## config.mk

```make
export PLATFORM = sky130hd
export DESIGN_NAME = ip_tcp_option_mask_core_flat
export DESIGN_NICKNAME = d
export VERILOG_FILES = /design/src/rtl/iptom_pkg.sv /design/src/rtl/iptom_in_if.sv /design/src/rtl/iptom_out_if.sv /design/src/rtl/iptom_in_stage.sv /design/src/rtl/iptom_walk.sv /design/src/rtl/ip_tcp_option_mask_core.sv /design/src/flat_wrapper.sv
export SDC_FILE = /design/constraint.sdc
export NUM_CORES = 1
export LEC_CHECK = 0
export ABC_CLOCK_PERIOD_IN_PS = 4500
export BUFFER_PORTS_ARGS = -buffer_cell sky130_fd_sc_hd__buf_4
export CAP_MARGIN = 15
export CORE_ASPECT_RATIO = 1.25
export CORE_MARGIN = 2
export CORE_UTILIZATION = 59
export DETAILED_ROUTE_END_ITERATION = 10
export PLACE_DENSITY = 0.79
export SLEW_MARGIN = 20
export SYNTH_ARGS = -nofsm -noshare
export SYNTH_HDL_FRONTEND = slang
export SYNTH_SLANG_ARGS = --single-unit
```

## constraint.sdc

```tcl
create_clock -name clk -period 4.5 [get_ports clk]
set_input_delay 1.35 -clock clk [delete_from_list [all_inputs] [get_ports clk]]
set_output_delay 1.35 -clock clk [all_outputs]
set_load 0.1 [all_outputs]
```

## src/rtl/iptom_pkg.sv

```systemverilog
`default_nettype none

package iptom_pkg;

  // One input word as it travels from the input register to the walker.
  typedef struct packed {
    logic [7:0] option_byte;
    logic       last_byte;
  } iptom_item_t;

  // Walk phases, one-hot.
  typedef enum logic [3:0] {
    PH_KIND = 4'b0001,
    PH_LEN  = 4'b0010,
    PH_SKIP = 4'b0100,
    PH_DONE = 4'b1000
  } iptom_phase_t;

  localparam logic MODE_IPV4 = 1'b0;
  localparam logic MODE_TCP  = 1'b1;

  localparam logic [7:0] KIND_EOL  = 8'd0;
  localparam logic [7:0] KIND_NOP  = 8'd1;
  localparam logic [7:0] KIND_IP4_RR = 8'd7;
  localparam logic [7:0] MIN_OPT_LEN = 8'd2;

  // Mask bit for one option kind. IPv4 kinds go through a fixed map to
  // IPFIX bit positions; TCP kinds below 32 set bit (32 - kind) mod 32.
  function automatic logic [31:0] kind_bit(input logic mode, input logic [7:0] kind);
    logic [4:0] pos;
    logic       hit;
    pos = 5'd0;
    hit = 1'b0;
    if (mode == MODE_TCP) begin
      hit = (kind[7:5] == 3'd0);
      pos = 5'd0 - kind[4:0];
    end else begin
      hit = 1'b1;
      unique case (kind) inside
        8'd0:                      pos = 5'd25;
        8'd1:                      pos = 5'd26;
        KIND_IP4_RR:               pos = 5'd0;
        8'd10:                     pos = 5'd19;
        8'd11:                     pos = 5'd20;
        8'd12:                     pos = 5'd21;
        8'd15:                     pos = 5'd24;
        8'd25:                     pos = 5'd2;
        8'd30, 8'd94, 8'd158, 8'd222: pos = 5'd7;
        8'd68:                     pos = 5'd29;
        8'd82:                     pos = 5'd11;
        8'd130:                    pos = 5'd27;
        8'd131:                    pos = 5'd28;
        8'd133:                    pos = 5'd30;
        8'd134:                    pos = 5'd31;
        8'd136:                    pos = 5'd17;
        8'd137:                    pos = 5'd18;
        8'd142:                    pos = 5'd23;
        8'd144:                    pos = 5'd9;
        8'd145:                    pos = 5'd10;
        8'd147:                    pos = 5'd13;
        8'd148:                    pos = 5'd12;
        8'd149:                    pos = 5'd14;
        8'd150:                    pos = 5'd15;
        8'd151:                    pos = 5'd16;
        8'd152:                    pos = 5'd1;
        8'd205:                    pos = 5'd22;
        default:                   hit = 1'b0;
      endcase
    end
    kind_bit = hit ? (32'd1 << pos) : 32'd0;
  endfunction

endpackage

`default_nettype wire

```

## src/rtl/iptom_in_if.sv

```systemverilog
`default_nettype none

interface iptom_in_if;
  logic       valid;
  logic       ready;
  logic [7:0] option_byte;
  logic       last_byte;

  modport source (output valid, output option_byte, output last_byte, input ready);
  modport sink (input valid, input option_byte, input last_byte, output ready);
endinterface

`default_nettype wire

```

## src/rtl/iptom_out_if.sv

```systemverilog
`default_nettype none

interface iptom_out_if;
  logic        valid;
  logic        ready;
  logic [31:0] option_mask;

  modport source (output valid, output option_mask, input ready);
  modport sink (input valid, input option_mask, output ready);
endinterface

`default_nettype wire

```

## src/rtl/iptom_in_stage.sv

```systemverilog
`default_nettype none

module iptom_in_stage (
  input  wire logic               clk,
  input  wire logic               rst_n,
  iptom_in_if.sink                in_ch,
  input  wire logic               advance,
  output logic                    item_valid,
  output iptom_pkg::iptom_item_t  item
);
  import iptom_pkg::*;

  logic        valid_r;
  iptom_item_t item_r;

  // The register takes a new word whenever it is empty or its word moves on.
  assign in_ch.ready = !valid_r || advance;

  always_ff @(posedge clk) begin
    if (!rst_n) begin
      valid_r <= 1'b0;
    end else if (in_ch.ready) begin
      valid_r <= in_ch.valid;
    end
  end

  always_ff @(posedge clk) begin
    if (in_ch.valid && in_ch.ready) begin
      item_r.option_byte <= in_ch.option_byte;
      item_r.last_byte   <= in_ch.last_byte;
    end
  end

  assign item_valid = valid_r;
  assign item       = item_r;

endmodule

`default_nettype wire

```

## src/rtl/iptom_walk.sv

```systemverilog
`default_nettype none

module iptom_walk (
  input  wire logic                   clk,
  input  wire logic                   rst_n,
  input  wire logic                   step,
  input  wire iptom_pkg::iptom_item_t item,
  input  wire logic                   mode,
  output logic [31:0]                 mask_out
);
  import iptom_pkg::*;

  iptom_phase_t phase_r, phase_nxt;
  logic [7:0]   skip_r, skip_nxt;
  logic [31:0]  mask_r, mask_nxt;
  logic [7:0]   len_rem;
  logic [7:0]   skip_dec;

  assign len_rem  = item.option_byte - MIN_OPT_LEN;
  assign skip_dec = skip_r - 8'd1;

  always_comb begin
    phase_nxt = phase_r;
    skip_nxt  = skip_r;
    mask_nxt  = mask_r;
    unique case (phase_r)
      PH_KIND: begin
        mask_nxt = mask_r | kind_bit(mode, item.option_byte);
        if (item.option_byte == KIND_EOL) begin
          phase_nxt = PH_DONE;
        end else if (item.option_byte != KIND_NOP) begin
          phase_nxt = PH_LEN;
        end
      end
      PH_LEN: begin
        if (item.option_byte < MIN_OPT_LEN) begin
          phase_nxt = PH_DONE;
        end else begin
          skip_nxt  = len_rem;
          phase_nxt = (len_rem != 8'd0) ? PH_SKIP : PH_KIND;
        end
      end
      PH_SKIP: begin
        skip_nxt = skip_dec;
        if (skip_dec == 8'd0) begin
          phase_nxt = PH_KIND;
        end
      end
      PH_DONE: begin
        phase_nxt = PH_DONE;
      end
      default: begin
        phase_nxt = PH_KIND;
      end
    endcase
  end

  // The emitted mask includes the bit of a kind that arrives on the last byte.
  assign mask_out = mask_nxt;

  always_ff @(posedge clk) begin
    if (!rst_n) begin
      phase_r <= PH_KIND;
      skip_r  <= 8'd0;
      mask_r  <= 32'd0;
    end else if (step) begin
      if (item.last_byte) begin
        phase_r <= PH_KIND;
        skip_r  <= 8'd0;
        mask_r  <= 32'd0;
      end else begin
        phase_r <= phase_nxt;
        skip_r  <= skip_nxt;
        mask_r  <= mask_nxt;
      end
    end
  end

endmodule

`default_nettype wire

```

## src/rtl/ip_tcp_option_mask_core.sv

```systemverilog
`default_nettype none

// Option-kind mask builder for IPv4 or TCP header option areas.
//
// The input channel carries one byte of the option area per word, with
// last_byte marking the final byte of the area. The output channel carries
// one 32-bit option mask per area, sent for the word that has last_byte set;
// all other words produce no output word.
// cfg_we/cfg_wdata write the one-bit mode register: 0 maps IPv4 option kinds,
// 1 maps TCP option kinds. Write it only while no area is in flight.
//
// A word passes through an input register and then the walker, whose state
// and mask update is one short step of logic, into the output register. One
// word is accepted every cycle when the receiver keeps up.
//
// When the receiver stalls, a finished mask waits in the output register.
// Non-last words keep flowing into the walker meanwhile; a second last byte
// waits in the input register until the pending mask is taken, and input
// ready then drops.
// Synchronous active-low reset empties both registers, returns the walk to
// expecting an option kind with an empty mask, and selects IPv4 mode.

module ip_tcp_option_mask_core (
  input  wire logic clk,
  input  wire logic rst_n,
  iptom_in_if.sink  in_ch,
  iptom_out_if.source out_ch,
  input  wire logic cfg_we,
  input  wire logic cfg_wdata
);
  import iptom_pkg::*;

  logic        mode_r;
  logic        item_valid;
  iptom_item_t item;
  logic        advance;
  logic [31:0] mask_out;
  logic        out_valid_r;
  logic [31:0] out_mask_r;

  always_ff @(posedge clk) begin
    if (!rst_n) begin
      mode_r <= MODE_IPV4;
    end else if (cfg_we) begin
      mode_r <= cfg_wdata;
    end
  end

  // A word leaves the input register unless it would emit a mask while the
  // output register still holds one that has not been taken.
  assign advance = item_valid && (!item.last_byte || !out_valid_r || out_ch.ready);

  iptom_in_stage u_in_stage (
    .clk        (clk),
    .rst_n      (rst_n),
    .in_ch      (in_ch),
    .advance    (advance),
    .item_valid (item_valid),
    .item       (item)
  );

  iptom_walk u_walk (
    .clk      (clk),
    .rst_n    (rst_n),
    .step     (advance),
    .item     (item),
    .mode     (mode_r),
    .mask_out (mask_out)
  );

  always_ff @(posedge clk) begin
    if (!rst_n) begin
      out_valid_r <= 1'b0;
    end else if (advance && item.last_byte) begin
      out_valid_r <= 1'b1;
    end else if (out_ch.ready) begin
      out_valid_r <= 1'b0;
    end
  end

  always_ff @(posedge clk) begin
    if (advance && item.last_byte) begin
      out_mask_r <= mask_out;
    end
  end

  assign out_ch.valid       = out_valid_r;
  assign out_ch.option_mask = out_mask_r;

endmodule

`default_nettype wire

```

## src/flat_wrapper.sv

```systemverilog
// flat-port wrapper written by rule: the top's interface ports become plain ports
module ip_tcp_option_mask_core_flat import iptom_pkg::*;
  (clk, rst_n, cfg_we, cfg_wdata, in_ch_valid, in_ch_option_byte, in_ch_last_byte, in_ch_ready, out_ch_valid, out_ch_option_mask, out_ch_ready);
  iptom_in_if in_ch_i ();
  iptom_out_if out_ch_i ();
  input  wire logic clk;
  input  wire logic rst_n;
  input  wire logic cfg_we;
  input  wire logic cfg_wdata;
  input wire logic [$bits(in_ch_i.valid)-1:0] in_ch_valid;
  input wire logic [$bits(in_ch_i.option_byte)-1:0] in_ch_option_byte;
  input wire logic [$bits(in_ch_i.last_byte)-1:0] in_ch_last_byte;
  output wire logic [$bits(in_ch_i.ready)-1:0] in_ch_ready;
  output wire logic [$bits(out_ch_i.valid)-1:0] out_ch_valid;
  output wire logic [$bits(out_ch_i.option_mask)-1:0] out_ch_option_mask;
  input wire logic [$bits(out_ch_i.ready)-1:0] out_ch_ready;
  assign in_ch_i.valid = in_ch_valid;
  assign in_ch_i.option_byte = in_ch_option_byte;
  assign in_ch_i.last_byte = in_ch_last_byte;
  assign in_ch_ready = in_ch_i.ready;
  assign out_ch_valid = out_ch_i.valid;
  assign out_ch_option_mask = out_ch_i.option_mask;
  assign out_ch_i.ready = out_ch_ready;
  ip_tcp_option_mask_core u_core (.clk(clk), .rst_n(rst_n), .in_ch(in_ch_i), .out_ch(out_ch_i), .cfg_we(cfg_we), .cfg_wdata(cfg_wdata));
endmodule
```

==> summary.md, run 1 <==
| Metric | Value |
|---|---|
| Outcome | `complete, no violations` |
| # DRC | `0` |
| H-Tree Depth | `3` |
| Routed length per instance | `roughly 18 um` |
| Area Growth Syn to Fin | `12.5%` |
| Height of the die | `104 um` |
| Max-Cap Viols | `0` |
| Gp weighted congestion | `around 0.9` |
| Placed Area | `about 0.0051 sq mm` |
| FP Rows | `36` |
| Worst Tran Pin Value | `between 0.8 and 0.9 ns` |
| Leakage | `between 1.5 and 2 nW` |
| Clock skew | `between 0.01 and 0.015 ns` |
| Cts bufs inserted | `9` |
| TritonCTS Sinks | `88` |
| CTS max path bufs | `2` |
| Via Count | `between 3k and 4k` |
| Slew headroom | `0.401` |
| Yosys cell types | `73` |
| CP arrival | `~2.2 ns` |
| Critical path data required time | `between 3 and 4 ns` |
| Grt ovf | `0` |
| Initial Util | `0.607` |
| Avg Inst Size Synth | `9.80 sq um` |
| Hold Vio Cnt, Final | `0` |
| Number of diodes | `0` |
| Final Cycle Share | `0.779` |
| Worst skew pair latency | `between 0.3 and 0.4 ns` |
| All-Layer GR Usage | `0.263` |
| Placed cells | `600` |
| CP max FO | `5` |
| Die Area | `just under 0.009 sq mm` |
| Final setup viols | `0` |
| Worst IR drop on VDD | `0.204 mV` |
| CP endpoint kind | `output pin` |
| Share of cells above drive strength 1 | `0.175` |
| Startpoint types | `input port` |
| Main synth FF type | `dfxtp_1` |
| Commonest cells after routing, fill and taps aside | `53 x buf_4, 47 x dfxtp_1, 46 x nand2_1` |
| Initial DRC Count | `around 300` |
| DR pass1 iterations | `5` |
| HPWL after DPL | `7660 um` |
| Sequential share of the synthesized area | `0.459` |
| Final non-filler cell total | `just over 600` |
| Synthesized area | `~0.0047 sq mm` |
| Post-synth EDFFs | `41` |
| Via density | `between 6 and 7` |
| Largest net degree at the start of global routing | `34` |
| Number of global-route vias before repair | `3722` |
| Clock slew at reported path FFs | `approximately 0.090 ns` |
| Core outline area | `just under 0.008 sq mm` |
| CTS tree | `done` |
| Final Critical Period | `3.51 ns` |
| Post-cts sizing count | `0` |
| Clk root buf | `clkbuf_8` |
| Post-synth top area share | `0.260` |
| Final Cell Area | `between 0.005 and 0.006 sq mm` |
| Remaining antenna violation count after routing | `0` |
| # port buffers | `between 40 and 50` |
| Worst Hold Class | `reg2reg` |
| Synth area leader | `edfxtp_1` |
| Hold Buf Count CTS | `0` |
| RSZ-0062 raised after global routing | `no` |
| Total setup buffers inserted after CTS | `0` |
| Syn Nets | `506` |
| Setup TNS | `0 ns` |
| Fin worst setup slack | `approximately 1 ns` |
| Nets | `about 540` |
| Final wirelength | `11300 um` |
| Initial antenna violation count | `0` |
| Post-Syn Instances | `slightly below 500` |
| Yosys warnings | `0` |
| I/O Pins | `slightly below 50` |
| F_max | `around 290 MHz` |
| Worst slack, placed | `between 0.9 and 1 ns` |
| PwrDens | `333 mW/mm^2` |
| Slew Viols, Final | `0` |
| First-pass GRT wire length | `between 15000 and 20000 um` |
| Die W | `roughly 84 um` |
| Register bit total from synthesis | `88` |
| Most common cell after layout, fill and taps aside | `buf_4` |
| Async SR Flop Fraction | `0` |
| Ranking of synthesized cells by area | `edfxtp_1 26%, dfxtp_1 20%, o31ai_1 4.9%` |
| Critical path class | `in2out` |
[worst max-delay path: stages]
cell and delay [ns]:
buf_4 0.11, nor2b_1 0.28, nand3_1 0.15, buf_4 0.27
[final timing paths]
| kind | to | slack (ns) | cells past startpoint | from |
|---|---|---|---|---|
| min reg2reg | u_core.u_walk.mask_r[2] | 0.46 | 2 | u_core.u_walk.mask_r[2] |
| max reg2reg | u_core.out_ch.option_mask[9] | 1.00 | 6 | u_core.u_in_stage.item[3] |
| max | in_ch_ready | 0.99 | 4 | out_ch_ready |
| min | u_core.u_walk.mask_r[2] | 0.46 | 2 | u_core.u_walk.mask_r[2] |
[power breakdown]
group          internal (W)  switching [W]  leakage (nW)
Combinational     0.0000667       0.000149          1.04
Sequential         0.000848      0.0000277         0.806
Clock              0.000374       0.000306         0.118
[cell usage after synthesis, drive strengths merged, types with 6 or more instances]
library cell   n
a21oi         19
nor3          10
o21ai         22
nand2b         6
o31ai         32
a21boi         7
a21o          10
nand4         12
nor2b         15
nand3         15
nor2          22
nand2         48
dfxtp         47
edfxtp        41
inv           22
ha             8
clkbuf        16
buf           15
xnor2          9
o21bai        14
[per-layer routing]
| layer | vias to the layer above | GRT usage | routed length, um |
|---|---|---|---|
| met5 | - | 0 | 0 |
| met4 | 0 | 0.118 | 251 |
| met3 | 23 | 0.0286 | 599 |
| met2 | 165 | 0.464 | 5920 |
| met1 | 1882 | 0.320 | 4540 |
| li1 | 1887 | - | - |
[cell type report]
class | instances | area (sq um)
inverter | 22 | 82.6
sequential | 88 | 2170
clock inverter | 7 | 125
fill | 619 | 2470
tap | 95 | 119
clock buffer | 9 | 124
timing repair buffer | 53 | 398
multi-input combinational | 342 | 2300
[registers in the layout, summed over array words and instances (netlist names)]
| signal | count |
|---|---|
| u_core.out_ch.valid | 1 |
| u_core.u_in_stage.item | 9 |
| u_core.out_ch.option_mask | 32 |
| u_core.u_walk.phase_r | 4 |
| u_core.mode_r | 1 |
| u_core.u_walk.mask_r | 32 |
| u_core.u_walk.skip_r | 8 |
| u_core.u_in_stage.item_valid | 1 |
[metrics by stage]
step                      total power [W]  hold WS [ns]  utilization
after floorplan                   0.00106         0.419            -
after global placement            0.00110         0.428        0.651
after detailed placement          0.00111         0.439        0.651
after CTS                         0.00178         0.461        0.683
after global routing              0.00183         0.475        0.683
final                             0.00177         0.461        0.683
[cells by family after synthesis]
family	after synthesis	share of synthesized area
simple gates	164	0.186
compound gates	154	0.245
flops	88	0.459
buf+inv	53	0.0566
xor+xnor	11	0.0204
fa+ha+maj	8	0.0211
mux	5	0.0116
(Power assumes the default switching activity.)
==> run 2: changes to the inputs <==
--- a/config.mk
+++ b/config.mk
@@ -5,14 +5,15 @@
 export SDC_FILE = /design/constraint.sdc
 export NUM_CORES = 1
 export LEC_CHECK = 0
-export ABC_CLOCK_PERIOD_IN_PS = 4500
+export ABC_AREA = 1
+export ABC_CLOCK_PERIOD_IN_PS = 3100
 export BUFFER_PORTS_ARGS = -buffer_cell sky130_fd_sc_hd__buf_4
 export CAP_MARGIN = 15
 export CORE_ASPECT_RATIO = 1.25
 export CORE_MARGIN = 2
-export CORE_UTILIZATION = 59
+export CORE_UTILIZATION = 53
 export DETAILED_ROUTE_END_ITERATION = 10
-export PLACE_DENSITY = 0.79
+export PLACE_DENSITY = 0.75
 export SLEW_MARGIN = 20
 export SYNTH_ARGS = -nofsm -noshare
 export SYNTH_HDL_FRONTEND = slang
==> constraint.sdc (replaced) <==
create_clock -name clk -period 3.1 [get_ports clk]
set_input_delay 0.93 -clock clk [delete_from_list [all_inputs] [get_ports clk]]
set_output_delay 0.93 -clock clk [all_outputs]
set_load 0.1 [all_outputs]
==> summary.md, run 2 <==
| Metric | Value |
|---|---|
| Outcome | `complete, no violations` |
| Clk root buf | `clkbuf_8` |
| Slew headroom | `0.637 (+0.237)` |
| Clock slew at reported path FFs | `0.08 ns (about the same)` |
| Post-synth EDFFs | `41 (unchanged)` |
| I/O Pins | `49 (unchanged)` |
| Post-cts sizing count | `0 (unchanged)` |
| CP arrival | `1.73 ns (-0.43 ns)` |
| Initial Util | `0.540 (-0.0674)` |
| Startpoint types | `input port` |
| Final Critical Period | `about 2.7 ns` |
| TritonCTS Sinks | `88 (unchanged)` |
| DR pass1 iterations | `5 (unchanged)` |
| Crit-path max cell delay | `0.27 ns (about the same)` |
| Height of the die | `108 um (+4.1%)` |
| H-Tree Depth | `3 (unchanged)` |
| Worst IR drop on VDD | `0.208 mV (+2.1%)` |
| Worst slack, placed | `0.415 ns (-0.578 ns)` |
| Sequential share of the synthesized area | `0.470 (+0.0111)` |
| Syn Nets | `631 (+25%)` |
| Share of cells above drive strength 1 | `0.148 (-0.0266)` |
| Routed length per instance | `13.7 um (-26%)` |
| First-pass GRT wire length | `17700 um (-4.7%)` |
| Via density | `5.40 (-16%)` |
| Final setup viols | `0 (unchanged)` |
| Commonest cells post-synth | `147 x nand2_1, 81 x nor2_1, 75 x inv_1` |
| Initial DRC Count | `190 (-38%)` |
| Gp weighted congestion | `0.940 (+4.7%)` |
| CP delay by family, top | `simple AND/OR/NAND/NOR gates` |
| Cell mode on critical path | `buf_4` |
| Number of global-route vias before repair | `3920 (+5.3%)` |
| Clock skew | `0.0103 ns (-0.00204 ns)` |
| Nets | `680 (+26%)` |
| Main synth FF type | `dfxtp_1` |
| Crit path buffers/inverters | `2 (unchanged)` |
| Hold Buf Count CTS | `0 (unchanged)` |
| Most frequent cell after synthesis | `nand2_1` |
| Synthesized area | `0.00462 sq mm (-2.4%)` |
| Slowest cell on the critical path | `buf_4` |
| Number of diodes | `0 (unchanged)` |
| CP endpoint kind | `output pin` |
| Via Count | `4113 (+3.9%)` |
| Async SR Flop Fraction | `0 (unchanged)` |
| Worst Tran Pin Value | `0.544 ns (-0.345 ns)` |
| Final core occ | `0.618 (-0.0649)` |
| Largest net degree at the start of global routing | `36 (+5.9%)` |
| # DRC | `0 (unchanged)` |
| Final wirelength | `10400 um (-7.9%)` |
| Commonest cells after routing, fill and taps aside | `147 x nand2_1, 81 x nor2_1, 75 x inv_1` |
| Cts bufs inserted | `9 (unchanged)` |
| Die W | `87.5 um (+4.1%)` |
| Worst skew pair latency | `0.37 ns (about the same)` |
| Die Area | `0.00949 sq mm (+8.3%)` |
| Critical path class | `in2out` |
| # port buffers | `48 (unchanged)` |
| Max-Cap Viols | `0 (unchanged)` |
| CP max FO | `3 (-2)` |
| Most common cell after layout, fill and taps aside | `nand2_1` |
| CP cell instances | `buf_4, nor2_1, nand3_1, buf_4` |
| Avg Inst Size Synth | `7.60 sq um (-22%)` |
| Post-synth top area share | `0.266 (+0.00627)` |
| Ranking of synthesized cells by area | `edfxtp_1 27%, dfxtp_1 20%, nand2_1 12%` |
| F_max | `approximately 380 MHz` |
| CTS tree | `done` |
| Hold Vio Cnt, Final | `0 (unchanged)` |
| CTS max path bufs | `2 (unchanged)` |
| PwrDens | `486 mW/mm^2 (+46%)` |
| Register bit total from synthesis | `88 (unchanged)` |
| Final Cycle Share | `0.859` |
| Slew Viols, Final | `0 (unchanged)` |
| Post-Syn Instances | `608 (+26%)` |
| Area Growth Syn to Fin | `14.5%` |
| Setup TNS | `0 ns (unchanged)` |
| Total setup buffers inserted after CTS | `0 (unchanged)` |
| Worst Hold Class | `reg2reg` |
| FP Rows | `38 (+5.6%)` |
| Core outline area | `0.00856 sq mm (+9.8%)` |
| Yosys cell types | `34 (-53%)` |
| PnR Total Power | `0.00257 W (+45%)` |
| Critical path data required time | `2.17 ns (-0.98 ns)` |
| All-Layer GR Usage | `0.237 (-0.0262)` |
| Initial antenna violation count | `0 (unchanged)` |
| Leakage | `2.42 nW (+23%)` |
| RSZ-0062 raised after global routing | `no` |
| Synth area leader | `edfxtp_1` |
| Fin worst setup slack | `0.436 ns (-0.556 ns)` |
| Grt ovf | `0 (unchanged)` |
| HPWL after DPL | `7790 um (+1.7%)` |
| Yosys warnings | `0 (unchanged)` |
| Remaining antenna violation count after routing | `0 (unchanged)` |
-- run 2: cell types whose count changed in the layout (fill, tap and decap cells not counted), sizes merged, moves of 8 or more --
cell	previous run	this run
o21ai	22	50
nor2	22	89
inv	24	83
o31ai	32	1
a21oi	19	51
nor2b	15	0
o21bai	14	1
nand2	48	151
nand3	15	44
a21o	10	0
xnor2	9	1
-- run 2: cell type report --
| cell class | count | area [sq um] |
|---|---|---|
| multi-input combinational | 426 | 2070 |
| clock buffer | 9 | 124 |
| clock inverter | 7 | 116 |
| timing repair buffer | 51 | 383 |
| sequential | 88 | 2170 |
| tap | 100 | 125 |
| inverter | 81 | 307 |
| fill | 760 | 3270 |
-- run 2: power breakdown --
| part | total, W | switching, W | internal, W |
|---|---|---|---|
| sequential | 0.00127 | 0.0000269 | 0.00124 |
| clock | 0.000961 | 0.000424 | 0.000537 |
| combinational | 0.000347 | 0.000252 | 0.0000948 |
| total | 0.00257 | 0.000703 | 0.00187 |
-- run 2: worst min-delay path, delay by kind of cell, from the launching register on --
family	cells	cell delay, ns
AOI/OAI and AO/OA	1	0.06
buffers and inverters	1	0.06
DFF	1	0.31
-- run 2: final timing paths --
| kind | from | cells after the start | slack (ns) | end |
|---|---|---|---|---|
| setup / recovery | out_ch_ready | 4 | 0.44 | in_ch_ready |
| hold / removal | u_core.u_walk.mask_r[19] | 2 | 0.47 | u_core.u_walk.mask_r[19] |
| setup reg to reg | u_core.u_in_stage.item[1] | 14 | 0.45 | u_core.out_ch.option_mask[10] |
| hold reg to reg | u_core.u_walk.mask_r[19] | 2 | 0.47 | u_core.u_walk.mask_r[19] |
-- run 2: per-stage QoR --
step,hold WS (ns),area [sq um],instances
3_5_place_dp,0.461,5050,746
3_3_place_gp,0.453,5050,746
6_report,0.470,5290,762
5_1_grt,0.489,5290,762
2_1_floorplan,0.443,4620,608
4_1_cts,0.474,5290,762
-- run 2: cells by family (layout without fill, tap and decap cells) --
group / Yosys count / after routing / synth area share
AOI/OAI and AO/OA: 113 / 113 / 0.137
buffers and inverters: 94 / 148 / 0.0831
DFF: 88 / 88 / 0.470
and+or+nand+nor: 296 / 296 / 0.271
adders and majority gates: 8 / 8 / 0.0217
xor gates and xnor gates: 9 / 9 / 0.0171
-- run 2: metal layers --
| metal | GRT usage | routed length (um) | part of all wire | up-vias |
|---|---|---|---|---|
| met4 | 0.144 | 439 | 0.042 | 0 |
| met1 | 0.277 | 4420 | 0.42 | 1873 |
| met2 | 0.405 | 5150 | 0.49 | 126 |
| li1 | - | - | - | 2076 |
| met3 | 0.0328 | 407 | 0.039 | 38 |
| met5 | 0 | 0 | 0 | - |
==> run 3: changes to the inputs <==
--- a/config.mk
+++ b/config.mk
@@ -10,10 +10,9 @@
 export BUFFER_PORTS_ARGS = -buffer_cell sky130_fd_sc_hd__buf_4
 export CAP_MARGIN = 15
 export CORE_ASPECT_RATIO = 1.25
-export CORE_MARGIN = 2
 export CORE_UTILIZATION = 53
 export DETAILED_ROUTE_END_ITERATION = 10
-export PLACE_DENSITY = 0.75
+export PLACE_DENSITY = 0.76
 export SLEW_MARGIN = 20
 export SYNTH_ARGS = -nofsm -noshare
 export SYNTH_HDL_FRONTEND = slang
==> summary.md, run 3 (same netlist as run 2, synthesis figures left out) <==
| Metric | Value |
|---|---|
| Slew headroom | `0.666 (+0.0286)` |
| Grt ovf | `0 (unchanged)` |
| Multi-input gate area | `0.00207 sq mm (unchanged)` |
| Reg-to-reg critical path startpoint | `u_core.u_in_stage.item[1]` |
| Setup slack, reg-to-reg | `0.46 ns (about the same)` |
| Hold wc startpoint | `u_core.u_walk.mask_r[31]` |
| Clk root buf | `clkbuf_8` |
| Height of the die | `106 um (-1.8%)` |
| Outcome | `complete, no violations` |
| Slew Viols, Final | `0 (unchanged)` |
| Worst Tran Pin Value | `0.501 ns (-0.0428 ns)` |
| Gp weighted congestion | `0.903 (-3.9%)` |
| Cell mode on critical path | `buf_4` |
| CP cell instances | `buf_4, nor2_1, nand3_1, buf_4` |
| # DRC | `0 (unchanged)` |
| Final setup viols | `0 (unchanged)` |
| All-Layer GR Usage | `0.249 (+0.0119)` |
| Final Critical Period | `2.71 ns (+0.0492 ns)` |
| F_max | `369 MHz (-1.8%)` |
| Remaining antenna violation count after routing | `0 (unchanged)` |
| Leakage | `2.39 nW (-1.3%)` |
| Worst skew pair latency | `0.38 ns (about the same)` |
| CP delay by family, top | `simple AND/OR/NAND/NOR gates` |
| Area Growth Syn to Fin | `13.3%` |
| Sequential Area | `0.00217 sq mm (unchanged)` |
| Number of diodes | `0 (unchanged)` |
| Routed length per instance | `13.9 um (+1.5%)` |
| HPWL after DPL | `7980 um (+2.4%)` |
| I/O Pins | `49 (unchanged)` |
| CTS max path bufs | `2 (unchanged)` |
| CP endpoint kind | `output pin` |
| Crit path buffers/inverters | `2 (unchanged)` |
| Post-cts sizing count | `0 (unchanged)` |
| Hold Vio Cnt, Final | `0 (unchanged)` |
| Final Cell Area | `0.00524 sq mm (-1.1%)` |
| Final Cycle Share | `0.875 (+0.0159)` |
| Nets | `680 (unchanged)` |
| Final wirelength | `10500 um (+1.1%)` |
| CP max FO | `3 (unchanged)` |
| Max-Cap Viols | `0 (unchanged)` |
| Final core occ | `0.628 (+0.00996)` |
| RSZ-0062 raised after global routing | `no` |
| Via density | `5.32 (-1.4%)` |
| FP Rows | `37 (-2.6%)` |
| TritonCTS Sinks | `88 (unchanged)` |
| First-pass GRT wire length | `17700 um (+0.23%)` |
| Initial DRC Count | `172 (-9.5%)` |
| # port buffers | `48 (unchanged)` |
| Commonest cells after routing, fill and taps aside | `147 x nand2_1, 81 x nor2_1, 75 x inv_1` |
| Crit-path max cell delay | `0.28 ns (about the same)` |
| CTS tree | `done` |
| Filler cells | `777 (+2.2%)` |
| Number of global-route vias before repair | `3942 (+0.56%)` |
| PwrDens | `455 mW/mm^2 (-6.5%)` |
| H-Tree Depth | `3 (unchanged)` |
| Worst setup path startpoint | `out_ch_ready` |
| Clock slew at reported path FFs | `0.10 ns (+0.02 ns)` |
| Startpoint types | `input port` |
| Hold Buf Count CTS | `0 (unchanged)` |
| Core outline area | `0.00833 sq mm (-2.6%)` |
| DR pass1 iterations | `6 (+1)` |
| Placed Area | `0.00505 sq mm (about the same)` |
| Total setup buffers inserted after CTS | `0 (unchanged)` |
| Critical path data required time | `2.17 ns (about the same)` |
| Die W | `85.5 um (-2.3%)` |
| Largest net degree at the start of global routing | `36 (unchanged)` |
| CP arrival | `1.78 ns (+0.05 ns)` |
| Critical path class | `in2out` |
| Worst IR drop on VDD | `0.268 mV (+29%)` |
| Cts bufs inserted | `9 (unchanged)` |
| Initial antenna violation count | `0 (unchanged)` |
| Worst Hold Class | `reg2reg` |
| Slowest cell on the critical path | `nor2_1` |
| Most common cell after layout, fill and taps aside | `nand2_1` |
| Initial Util | `0.555 (+0.0146)` |
| Via Count | `4039 (-1.8%)` |
| Setup TNS | `0 ns (unchanged)` |
| Clock skew | `0.0130 ns (+0.00272 ns)` |
| Share of cells above drive strength 1 | `0.150 (+0.00151)` |
| Die Area | `0.00910 sq mm (-4.1%)` |
-- run 3: changes by cell type in the layout (fill, tap and decap cells not counted) --
cell        delta
inv_6          -1
clkinv_4       +2
clkinv_1       -1
clkinv_2       -1
bufinv_16      -3
clkinvlp_4     +2
inv_8          +2
-- run 3: worst paths after layout --
path | endpoint | depth (start not counted)
max | in_ch_ready | 4
min | u_core.u_walk.mask_r[31] | 2
max reg2reg | u_core.out_ch.option_mask[14] | 12
min reg2reg | u_core.u_walk.mask_r[31] | 2
-- run 3: layout make-up --
type / instances / share of cell area
inverter: 81 / 0.0585
timing repair buffer: 51 / 0.0731
clock inverter: 7 / 0.0122
tap: 97 / 0.0232
sequential: 88 / 0.415
multi-input combinational: 426 / 0.395
clock buffer: 9 / 0.0237
-- run 3: stage by stage --
stage                     worst slack (ns)  total power [W]  std cells  hold WS, ns
after floorplan                      0.209          0.00156        608        0.443
final                                0.387          0.00238        759        0.476
after global routing                 0.318          0.00247        759        0.495
after detailed placement             0.429          0.00164        743        0.460
after global placement               0.438          0.00163        743        0.452
after CTS                            0.428          0.00238        759        0.475
-- run 3: power breakdown --
group	internal [W]	switching [W]	total (W)	leakage, nW
Combinational	0.0000947	0.000252	0.000347	1.53
Clock	0.000307	0.000461	0.000769	0.0899
Sequential	0.00124	0.0000254	0.00126	0.773
Total	0.00164	0.000739	0.00238	2.39
-- run 3: routing by layer --
metal,part of all wire,global-route usage
met5,0,0
met4,0.035,0.121
met3,0.034,0.0318
met2,0.51,0.447
met1,0.42,0.289
-- run 3: worst min-delay path, cell delays in order (launching register included) --
cell	delay, ns
dfxtp_1	0.32
inv_1	0.06
a21oi_1	0.06
